File: src/hdl/ppgbd_pkg.sv
// ppgbd_pkg: shared types and constants of the ppg envelope beat detector
// sequencer state codes, register indexes, reset values and fixed-point constants
// no dependencies
package ppgbd_pkg;

    localparam int MUL_A_W = 32;
    localparam int MUL_B_W = 16;
    localparam int PROD_W = MUL_A_W + MUL_B_W;
    localparam int DIV_W = 32;
    localparam int DIV_CNT_W = 5;
    localparam int LEVEL_W = 17;
    localparam int LEVEL_STEPS = 17;
    localparam int RATE_STEPS = 16;
    localparam int FRAC_BITS = 8;
    localparam int DECAY_SHIFT = 16;
    localparam int CFG_ADDR_W = 3;
    localparam int CFG_DATA_W = 20;
    localparam int RAW_W = 18;
    localparam int TIME_W = 32;
    localparam int BPM_W = 8;
    localparam int RATE_OUT_W = 10;

    localparam logic [15:0] RATE_DIVIDEND = 16'd60000;
    localparam logic [LEVEL_W-1:0] HALF_LEVEL = 17'd32768;
    localparam logic [LEVEL_W-1:0] LEVEL_ONE = 17'd65536;
    localparam logic [RATE_OUT_W-1:0] RATE_SUM_MAX = 10'd1023;

    localparam logic [15:0] ENV_DECAY_RST = 16'd65208;
    localparam logic [19:0] MIN_AMP_RST = 20'd16;
    localparam logic [16:0] SYSTOLIC_RST = 17'd39322;
    localparam logic [16:0] DIASTOLIC_RST = 17'd26214;
    localparam logic [17:0] FINGER_RST = 18'd5000;
    localparam logic [7:0] MIN_BPM_RST = 8'd20;
    localparam logic [7:0] MAX_BPM_RST = 8'd255;

    typedef enum logic [CFG_ADDR_W-1:0] {
        CFG_ENV_DECAY = 3'd0,
        CFG_MIN_AMP = 3'd1,
        CFG_SYSTOLIC = 3'd2,
        CFG_DIASTOLIC = 3'd3,
        CFG_FINGER = 3'd4,
        CFG_MIN_BPM = 3'd5,
        CFG_MAX_BPM = 3'd6
    } cfg_idx_t;

    typedef enum logic [12:0] {
        S_IDLE = 13'b0000000000001,
        S_PEAK_MUL = 13'b0000000000010,
        S_PEAK_UPD = 13'b0000000000100,
        S_VAL_MUL = 13'b0000000001000,
        S_VAL_UPD = 13'b0000000010000,
        S_SPAN = 13'b0000000100000,
        S_DIV = 13'b0000001000000,
        S_BEAT = 13'b0000010000000,
        S_LO_MUL = 13'b0000100000000,
        S_HI_MUL = 13'b0001000000000,
        S_RATE_CHK = 13'b0010000000000,
        S_RING = 13'b0100000000000,
        S_OUT = 13'b1000000000000
    } state_t;

endpackage

File: src/hdl/ppg_envelope_beat_detector.sv
// ppg_envelope_beat_detector: envelope tracking, normalizing, beat and heart rate averaging
// depends on ppgbd_pkg; one shared 32x16 multiplier and one shared 33-bit divider step
// A word is taken on s_valid/s_ready and gives one result word on m_valid/m_ready. The block
// works on one word at a time and holds a finished result while the previous result still
// waits for m_ready. A 32x16 multiplier scales the envelopes and checks the rate bounds, and
// a shared compare-subtract divider that produces one quotient bit per cycle normalizes the
// sample and, on an accepted beat, forms 60000/interval. A finished result waits in the output
// register while the next word is already taken.
// Configuration writes are meant for an idle block.
module ppg_envelope_beat_detector
    import ppgbd_pkg::*;
#(
    parameter int RATE_SLOTS = 4,
    parameter int AC_BITS = 20
) (
    input  logic                         aclk,
    input  logic                         aresetn,
    input  logic                         cfg_wen,
    input  logic [CFG_ADDR_W-1:0]        cfg_addr,
    input  logic [CFG_DATA_W-1:0]        cfg_wdata,
    input  logic                         s_valid,
    output logic                         s_ready,
    input  logic signed [AC_BITS-1:0]    s_ac_sample,
    input  logic [RAW_W-1:0]             s_raw_ir,
    input  logic [TIME_W-1:0]            s_time_ms,
    output logic                         m_valid,
    input  logic                         m_ready,
    output logic [LEVEL_W-1:0]           m_level,
    output logic                         m_beat,
    output logic [RATE_OUT_W-1:0]        m_rate_quarter_bpm,
    output logic                         m_finger_detect
);

    localparam int ENV_W = AC_BITS + FRAC_BITS;
    localparam int SLOT_W = (RATE_SLOTS > 1) ? $clog2(RATE_SLOTS) : 1;
    localparam int SUM_RAW_W = BPM_W + $clog2(RATE_SLOTS);
    localparam int SUM_W = (SUM_RAW_W > RATE_OUT_W) ? SUM_RAW_W : RATE_OUT_W;

    state_t state_reg;

    logic [15:0] env_decay_reg;
    logic [19:0] min_amp_reg;
    logic [16:0] systolic_reg;
    logic [16:0] diastolic_reg;
    logic [17:0] finger_level_reg;
    logic [7:0]  min_bpm_reg;
    logic [7:0]  max_bpm_reg;

    logic signed [ENV_W-1:0] ac_reg;
    logic [TIME_W-1:0]       time_reg;
    logic                    finger_reg;
    logic signed [ENV_W-1:0] peak_reg;
    logic signed [ENV_W-1:0] valley_reg;
    logic                    above_reg;
    logic [TIME_W-1:0]       last_time_reg;
    logic                    last_valid_reg;
    logic [BPM_W-1:0]        ring_reg [RATE_SLOTS];
    logic [SLOT_W-1:0]       slot_reg;
    logic [SUM_W-1:0]        sum_reg;

    logic [PROD_W-1:0]    prod_reg;
    logic [DIV_W-1:0]     rem_reg;
    logic [DIV_W-1:0]     divisor_reg;
    logic [15:0]          dvd_reg;
    logic [LEVEL_W-1:0]   quo_reg;
    logic [DIV_CNT_W-1:0] div_cnt_reg;
    logic                 div_first_reg;
    logic                 div_rate_reg;
    logic [LEVEL_W-1:0]   level_reg;
    logic                 beat_reg;
    logic [TIME_W-1:0]    d_reg;
    logic                 lo_ok_reg;

    logic                 m_valid_reg;
    logic [LEVEL_W-1:0]   m_level_reg;
    logic                 m_beat_reg;
    logic [RATE_OUT_W-1:0] m_rate_reg;
    logic                 m_finger_reg;

    logic [MUL_A_W-1:0] mul_a;
    logic [MUL_B_W-1:0] mul_b;
    logic [PROD_W-1:0]  mul_prod;

    logic [ENV_W-1:0]        peak_mag;
    logic [ENV_W-1:0]        valley_mag;
    logic [ENV_W-1:0]        dec_mag;
    logic signed [ENV_W-1:0] dec_pos;
    logic signed [ENV_W-1:0] peak_next;
    logic signed [ENV_W-1:0] valley_next;
    logic signed [ENV_W:0]   span_s;
    logic signed [ENV_W:0]   num_s;
    logic                    span_small;

    logic [DIV_W:0]       div_t;
    logic [DIV_W:0]       div_diff;
    logic                 div_ge;
    logic [DIV_W-1:0]     rem_next;
    logic [LEVEL_W-1:0]   quo_next;

    logic                 beat_cond;
    logic [TIME_W-1:0]    d_next;
    logic [SLOT_W-1:0]    slot_next;
    logic [SUM_W-1:0]     sum_next;
    logic [RATE_OUT_W-1:0] rate_sat;

    assign s_ready = (state_reg == S_IDLE);
    assign m_valid = m_valid_reg;
    assign m_level = m_level_reg;
    assign m_beat = m_beat_reg;
    assign m_rate_quarter_bpm = m_rate_reg;
    assign m_finger_detect = m_finger_reg;

    // magnitude and decay
    assign peak_mag = peak_reg[ENV_W-1] ? ENV_W'(-peak_reg) : peak_reg;
    assign valley_mag = valley_reg[ENV_W-1] ? ENV_W'(-valley_reg) : valley_reg;
    assign dec_mag = prod_reg[DECAY_SHIFT +: ENV_W];
    assign dec_pos = $signed(dec_mag);
    assign peak_next = (ac_reg > peak_reg) ? ac_reg
                     : (peak_reg[ENV_W-1] ? -dec_pos : dec_pos);
    assign valley_next = (ac_reg < valley_reg) ? ac_reg
                       : (valley_reg[ENV_W-1] ? -dec_pos : dec_pos);

    // span and numerator of the normalizing division
    assign span_s = {peak_reg[ENV_W-1], peak_reg} - {valley_reg[ENV_W-1], valley_reg};
    assign num_s = {ac_reg[ENV_W-1], ac_reg} - {valley_reg[ENV_W-1], valley_reg};
    assign span_small = span_s[ENV_W] || (span_s == '0)
                     || (33'(span_s[ENV_W-1:0]) < 33'({min_amp_reg, 8'h00}));

    // shared multiplier
    always_comb begin
        mul_a = '0;
        mul_b = '0;
        unique case (state_reg)
            S_PEAK_MUL: begin
                mul_a = MUL_A_W'(peak_mag);
                mul_b = env_decay_reg;
            end
            S_VAL_MUL: begin
                mul_a = MUL_A_W'(valley_mag);
                mul_b = env_decay_reg;
            end
            S_LO_MUL: begin
                mul_a = d_reg;
                mul_b = {8'h00, min_bpm_reg};
            end
            S_HI_MUL: begin
                mul_a = d_reg;
                mul_b = {8'h00, max_bpm_reg};
            end
            default: begin
                mul_a = '0;
                mul_b = '0;
            end
        endcase
    end
    assign mul_prod = mul_a * mul_b;

    // shared divider step
    assign div_t = div_first_reg ? {1'b0, rem_reg} : {rem_reg, dvd_reg[15]};
    assign div_diff = div_t - {1'b0, divisor_reg};
    assign div_ge = (div_t >= {1'b0, divisor_reg});
    assign rem_next = div_ge ? div_diff[DIV_W-1:0] : div_t[DIV_W-1:0];
    assign quo_next = {quo_reg[LEVEL_W-2:0], div_ge};

    // beat and rate ring
    assign beat_cond = (level_reg > systolic_reg) && !above_reg;
    assign d_next = time_reg - last_time_reg;
    assign slot_next = (slot_reg == SLOT_W'(RATE_SLOTS - 1)) ? '0 : slot_reg + 1'b1;
    assign sum_next = sum_reg - SUM_W'(ring_reg[slot_reg]) + SUM_W'(quo_reg[BPM_W-1:0]);
    assign rate_sat = (sum_reg > SUM_W'(RATE_SUM_MAX)) ? RATE_SUM_MAX
                    : sum_reg[RATE_OUT_W-1:0];

    // control state
    always_ff @(posedge aclk) begin
        if (!aresetn) begin
            state_reg <= S_IDLE;
            env_decay_reg <= ENV_DECAY_RST;
            min_amp_reg <= MIN_AMP_RST;
            systolic_reg <= SYSTOLIC_RST;
            diastolic_reg <= DIASTOLIC_RST;
            finger_level_reg <= FINGER_RST;
            min_bpm_reg <= MIN_BPM_RST;
            max_bpm_reg <= MAX_BPM_RST;
            peak_reg <= '0;
            valley_reg <= '0;
            above_reg <= 1'b0;
            last_time_reg <= '0;
            last_valid_reg <= 1'b0;
            for (int i = 0; i < RATE_SLOTS; i++) begin
                ring_reg[i] <= '0;
            end
            slot_reg <= '0;
            sum_reg <= '0;
            m_valid_reg <= 1'b0;
        end else begin
            if (cfg_wen) begin
                unique case (cfg_addr)
                    CFG_ENV_DECAY: env_decay_reg <= cfg_wdata[15:0];
                    CFG_MIN_AMP: min_amp_reg <= cfg_wdata[19:0];
                    CFG_SYSTOLIC: systolic_reg <= cfg_wdata[16:0];
                    CFG_DIASTOLIC: diastolic_reg <= cfg_wdata[16:0];
                    CFG_FINGER: finger_level_reg <= cfg_wdata[17:0];
                    CFG_MIN_BPM: min_bpm_reg <= cfg_wdata[7:0];
                    CFG_MAX_BPM: max_bpm_reg <= cfg_wdata[7:0];
                    default: ;
                endcase
            end

            if (m_valid_reg && m_ready && (state_reg != S_OUT)) begin
                m_valid_reg <= 1'b0;
            end

            unique case (state_reg)
                S_IDLE: begin
                    if (s_valid) begin
                        state_reg <= S_PEAK_MUL;
                    end
                end
                S_PEAK_MUL: state_reg <= S_PEAK_UPD;
                S_PEAK_UPD: begin
                    peak_reg <= peak_next;
                    state_reg <= S_VAL_MUL;
                end
                S_VAL_MUL: state_reg <= S_VAL_UPD;
                S_VAL_UPD: begin
                    valley_reg <= valley_next;
                    state_reg <= S_SPAN;
                end
                S_SPAN: begin
                    if (span_small || num_s[ENV_W] || (num_s == '0) || (num_s >= span_s)) begin
                        state_reg <= S_BEAT;
                    end else begin
                        state_reg <= S_DIV;
                    end
                end
                S_DIV: begin
                    if (div_cnt_reg == '0) begin
                        state_reg <= div_rate_reg ? S_RING : S_BEAT;
                    end
                end
                S_BEAT: begin
                    if (beat_cond) begin
                        above_reg <= 1'b1;
                        last_time_reg <= time_reg;
                        last_valid_reg <= 1'b1;
                        if (last_valid_reg && (d_next != '0)) begin
                            state_reg <= S_LO_MUL;
                        end else begin
                            state_reg <= S_OUT;
                        end
                    end else begin
                        if (level_reg <= diastolic_reg) begin
                            above_reg <= 1'b0;
                        end
                        state_reg <= S_OUT;
                    end
                end
                S_LO_MUL: state_reg <= S_HI_MUL;
                S_HI_MUL: state_reg <= S_RATE_CHK;
                S_RATE_CHK: begin
                    if (lo_ok_reg && (prod_reg >= PROD_W'(RATE_DIVIDEND))) begin
                        state_reg <= S_DIV;
                    end else begin
                        state_reg <= S_OUT;
                    end
                end
                S_RING: begin
                    ring_reg[slot_reg] <= quo_reg[BPM_W-1:0];
                    slot_reg <= slot_next;
                    sum_reg <= sum_next;
                    state_reg <= S_OUT;
                end
                S_OUT: begin
                    if (!m_valid_reg || m_ready) begin
                        m_valid_reg <= 1'b1;
                        state_reg <= S_IDLE;
                    end
                end
                default: state_reg <= S_IDLE;
            endcase
        end
    end

    // datapath
    always_ff @(posedge aclk) begin
        prod_reg <= mul_prod;
        unique case (state_reg)
            S_IDLE: begin
                ac_reg <= {s_ac_sample, 8'h00};
                time_reg <= s_time_ms;
                finger_reg <= (s_raw_ir > finger_level_reg);
            end
            S_SPAN: begin
                level_reg <= span_small ? HALF_LEVEL
                           : ((num_s >= span_s) ? LEVEL_ONE : '0);
                rem_reg <= DIV_W'(num_s[ENV_W-1:0]);
                divisor_reg <= DIV_W'(span_s[ENV_W-1:0]);
                dvd_reg <= '0;
                quo_reg <= '0;
                div_first_reg <= 1'b1;
                div_rate_reg <= 1'b0;
                div_cnt_reg <= DIV_CNT_W'(LEVEL_STEPS - 1);
            end
            S_DIV: begin
                rem_reg <= rem_next;
                quo_reg <= quo_next;
                dvd_reg <= {dvd_reg[14:0], 1'b0};
                div_first_reg <= 1'b0;
                div_cnt_reg <= div_cnt_reg - 1'b1;
                if ((div_cnt_reg == '0) && !div_rate_reg) begin
                    level_reg <= quo_next;
                end
            end
            S_BEAT: begin
                beat_reg <= beat_cond;
                d_reg <= d_next;
            end
            S_HI_MUL: begin
                lo_ok_reg <= (prod_reg <= PROD_W'(RATE_DIVIDEND));
            end
            S_RATE_CHK: begin
                rem_reg <= '0;
                divisor_reg <= d_reg;
                dvd_reg <= RATE_DIVIDEND;
                quo_reg <= '0;
                div_first_reg <= 1'b0;
                div_rate_reg <= 1'b1;
                div_cnt_reg <= DIV_CNT_W'(RATE_STEPS - 1);
            end
            S_OUT: begin
                if (!m_valid_reg || m_ready) begin
                    m_level_reg <= level_reg;
                    m_beat_reg <= beat_reg;
                    m_rate_reg <= rate_sat;
                    m_finger_reg <= finger_reg;
                end
            end
            default: ;
        endcase
    end

    a_busy_after_accept: assert property (@(posedge aclk) disable iff (!aresetn)
        s_valid && s_ready |=> !s_ready)
        else $error("block took a second word while busy");

    a_div_count: assert property (@(posedge aclk) disable iff (!aresetn)
        (state_reg == S_DIV) |-> (div_cnt_reg <= DIV_CNT_W'(LEVEL_STEPS - 1)))
        else $error("divider step count out of range");

    a_sum_bound: assert property (@(posedge aclk) disable iff (!aresetn)
        sum_reg <= SUM_W'(RATE_SLOTS * 255))
        else $error("rate ring sum exceeds slot bound");

    a_beat_arms: assert property (@(posedge aclk) disable iff (!aresetn)
        (state_reg == S_OUT) && beat_reg |-> above_reg)
        else $error("beat given without the above flag set");

endmodule
File: config.mk
export PLATFORM = sky130hd
export DESIGN_NAME = ppg_envelope_beat_detector
export DESIGN_NICKNAME = d
export VERILOG_FILES = /design/src/hdl/ppgbd_pkg.sv /design/src/hdl/ppg_envelope_beat_detector.sv
export SDC_FILE = /design/constraint.sdc
export NUM_CORES = 2
export LEC_CHECK = 0
export BUFFER_PORTS_ARGS = -buffer_cell sky130_fd_sc_hd__buf_2
export CAP_MARGIN = 20
export CORE_MARGIN = 4
export CORE_UTILIZATION = 65
export DETAILED_ROUTE_END_ITERATION = 10
export PLACE_DENSITY = 0.85
export SYNTH_ARGS = -nofsm -noshare
export SYNTH_HDL_FRONTEND = slang
export SYNTH_SLANG_ARGS = --single-unit
File: constraint.sdc
create_clock -name aclk -period 10.7 [get_ports aclk]
set_input_delay 0.535 -clock aclk [delete_from_list [all_inputs] [get_ports aclk]]
set_output_delay 0.535 -clock aclk [all_outputs]
set_load 0.05 [all_outputs]
==> results by group <==
Setup path
  • Worst path most repeated cell: fa_1
  • WP data arrival: 10570 ps
  • R2R Path End: prod_reg[42]$_DFF_P_
  • Worst reg2reg setup slack: 670 ps
  • CP required: 11240 ps
  • Crit-path max cell delay: 1390 ps
  • R2R Path Start: state_reg[8]$_SDFFE_PN0P_
  • Setup crit end kind: register
  • Crit-path slowest cell: a222oi_1
  • CP Class: register to register
  • Critical path fanouts, max: 26
  • Startpoint types: register
  • Worst R2R Path Depth: 31

Clock network
  • CTS Buf Count: 58
  • Post CTS Setup Buffer Count: 0
  • CTS tree: done
  • Root Buffer: clkbuf_16
  • CTS sink count: 533
  • CTS Hold Bufs: 0
  • Post-cts sizing count: 0
  • Buffer depth of the longest clock path: 3
  • Clock latency on the worst-skew pair: 680 ps
  • Htree depth: 2
  • Clock Pin Slew Worst Setup and Hold Paths: 60 ps

Die
  • Die height: 280 um
  • Top-Level Pins: 129
  • Die width: 280 um
  • Rows: 99
  • Core area: 73100 um^2
  • Initial core utilization: 65.6%
  • Die ar.: 78200 um^2

Route
  • Antenna-violating nets left: 0
  • Iteration-0 DRC count of the detailed router: 4675
  • First-pass iteration count of the detailed router: 9
  • DR WL/cell: 23.3 um
  • Routed via count: 40600
  • DRC viols: 0
  • DR vias/cell: 6.32
  • Drt total wl: 150000 um

Synth
  • Unique masters post-synth: 83
  • Sequential fraction of the synthesis area: 27.7%
  • Post-synth top area cell: fa_1
  • Compound-Gate Fraction of Synth Area: 13.7%
  • Commonest cells post-synth: nand2_1 (753), inv_1 (719), fa_1 (429), nor2_1 (372), ha_1 (370)
  • Yosys reg bits: 533
  • Combinational family with the most area after synthesis: adder cells
  • Synth Area in XOR/XNOR: 4.44%
  • Asr flop ratio synth: 0%
  • Adder-Cell Fraction of Synth Area: 27.6%
  • Ys Warns: 0
  • Post-synth top area share: 17.9%
  • Synth Cell Area: 48000 um^2
  • Syn_area_per_cell: 8.99 um^2
  • Post-synth EDFFs: 263
  • Simple logic cell fraction of the synthesized area: 16.9%
  • Syn Inst Count: 5336
  • Multiplexer share of the synthesized area: 2.32%
  • Synth Flop Type: dfxtp_1
  • Synth area leaders: fa_1 (18%), edfxtp_1 (16%), dfxtp_1 (11%)
  • Most frequent cell after synthesis: nand2_1

Timing
  • Worst-Margin Slew: 1520 ps
  • Worst relative slew slack: -1.16%
  • Fin Setup TNS: 0 ps
  • RSZ-0062 raised after global routing: no
  • Final Hold Vio Count: 0
  • Tcrit/Tclk final: 93.7%
  • Fin. max-slew vios: 7
  • Maximum clock frequency: 99.7 MHz
  • Final setup viols: 0
  • Clock Skew: 58.9 ps
  • Post-layout min period: 10030 ps
  • Worst hold slack: 35.6 ps

GRT
  • Vias in the first global route: 40500
  • Antenna violations before repair: 11
  • Largest net degree at the start of global routing: 72
  • Remaining Overflow, GRT: 0
  • First-pass GRT wire length: 231000 um
  • Tot GR Track Use: 38.3%

Placement
  • Placed wire-length estimate: 116000 um
  • IO buf count: 128
  • RePlAce Congestion: 1.06
  • Placed instance count: 6309

Power
  • Pwr Density: 105 nW/um^2
  • Worst vdd ir: 0.157 mV
  • Leakage: 22.3 nW
  • Pwr Total: 5.44 mW

Run status
  • Outcome: finished, violations left
  • Failing checks: max-slew violations

Cells and area
  • Max reg flops: 48
  • # nets final: 6309
  • Share of cells above drive strength 1: 7.47%
  • Final core utilization: 71.0%
  • P&R area growth vs syn: 8.15%
  • Final Non-Filler Cells: 6430

Min path
  • Worst Hold Depth: 1
  • Worst hold path type: input pin to register
  • HP Start: s_ac_sample[15]
  • Hold Path End: ac_reg[23]$_DFFE_PP_

Run
  • Maxcap violations: 0
[where the power goes]
group | internal, mW | switching (mW)
Combinational | 0.348 | 0.569
Sequential | 2.21 | 0.0821
Clock | 1.30 | 0.924
Total | 3.87 | 1.57
[per-stage QoR]
stage / setup WS, ps / cell area, um^2
final: 669 / 51900
after floorplan: 1590 / 48100
after global placement: 1160 / 49700
after CTS: 857 / 51800
after global routing: 135 / 51900
after detailed placement: 950 / 49700
[critical path: cells and delay by family (launching register included)]
| family | cells | cell delay [ps] |
|---|---|---|
| adder cells (fa/ha/maj) | 7 | 3460 |
| AND/OR/NAND/NOR | 8 | 1390 |
| XOR/XNOR | 1 | 180 |
| flip-flops | 1 | 410 |
| AO/OA/AOI/OAI | 10 | 3750 |
| buffers and inverters | 5 | 710 |
[kinds of logic after synthesis]
logic type               count (synthesis)
buffers and inverters                  939
AO/OA/AOI/OAI                          973
multiplexers                            97
XOR/XNOR                               243
other                                    2
adder cells (fa/ha/maj)                799
AND/OR/NAND/NOR                       1750
flip-flops                             533
[routing by layer]
layer / share of wire, % / up-vias / track usage, %
met2: 44 / 2380 / 59.6
met1: 36 / 19500 / 46.8
met5: 0.025 / - / 0
met3: 11 / 639 / 10.8
met4: 8.5 / 6 / 25.7
li1: - / 18100 / -
[cell usage in the layout, fill, tap and decap left out, drive strengths merged, types with 55 or more instances in the layout]
cell type / count
nor3: 58
ha: 370
o21a: 56
o211ai: 55
a21boi: 106
clkbuf: 74
a21o: 106
and2: 74
nand4: 67
inv: 724
edfxtp: 263
mux2i: 56
nand2: 753
o21ai: 183
buf: 204
nand3: 106
xor2: 99
nor2b: 84
a21oi: 203
nor2: 372
fa: 429
xnor2: 144
dfxtp: 270
[worst max path at each step]
stage	from	endpoint	slack [ps]	cells past startpoint
floorplan	state_reg[1]$_SDFFE_PN0P_	prod_reg[45]$_DFF_P_	1590	33
global placement	state_reg[7]$_SDFFE_PN0P_	prod_reg[40]$_DFF_P_	1160	31
detailed placement	state_reg[7]$_SDFFE_PN0P_	prod_reg[42]$_DFF_P_	950	31
CTS	state_reg[8]$_SDFFE_PN0P_	prod_reg[42]$_DFF_P_	860	31
global route	state_reg[8]$_SDFFE_PN0P_	prod_reg[40]$_DFF_P_	140	31
finish	state_reg[8]$_SDFFE_PN0P_	prod_reg[42]$_DFF_P_	670	31
[cell type report]
cell class | count | area, um^2
clock inverter | 36 | 547
clock buffer | 74 | 1580
timing repair buffer | 204 | 1210
multi-input combinational | 3894 | 31300
sequential | 533 | 13300
antenna | 9 | 22.5
fill | 5404 | 21200
tap | 959 | 1200
inverter | 721 | 2710
No activity file was read; power rests on OpenSTA's default activity.
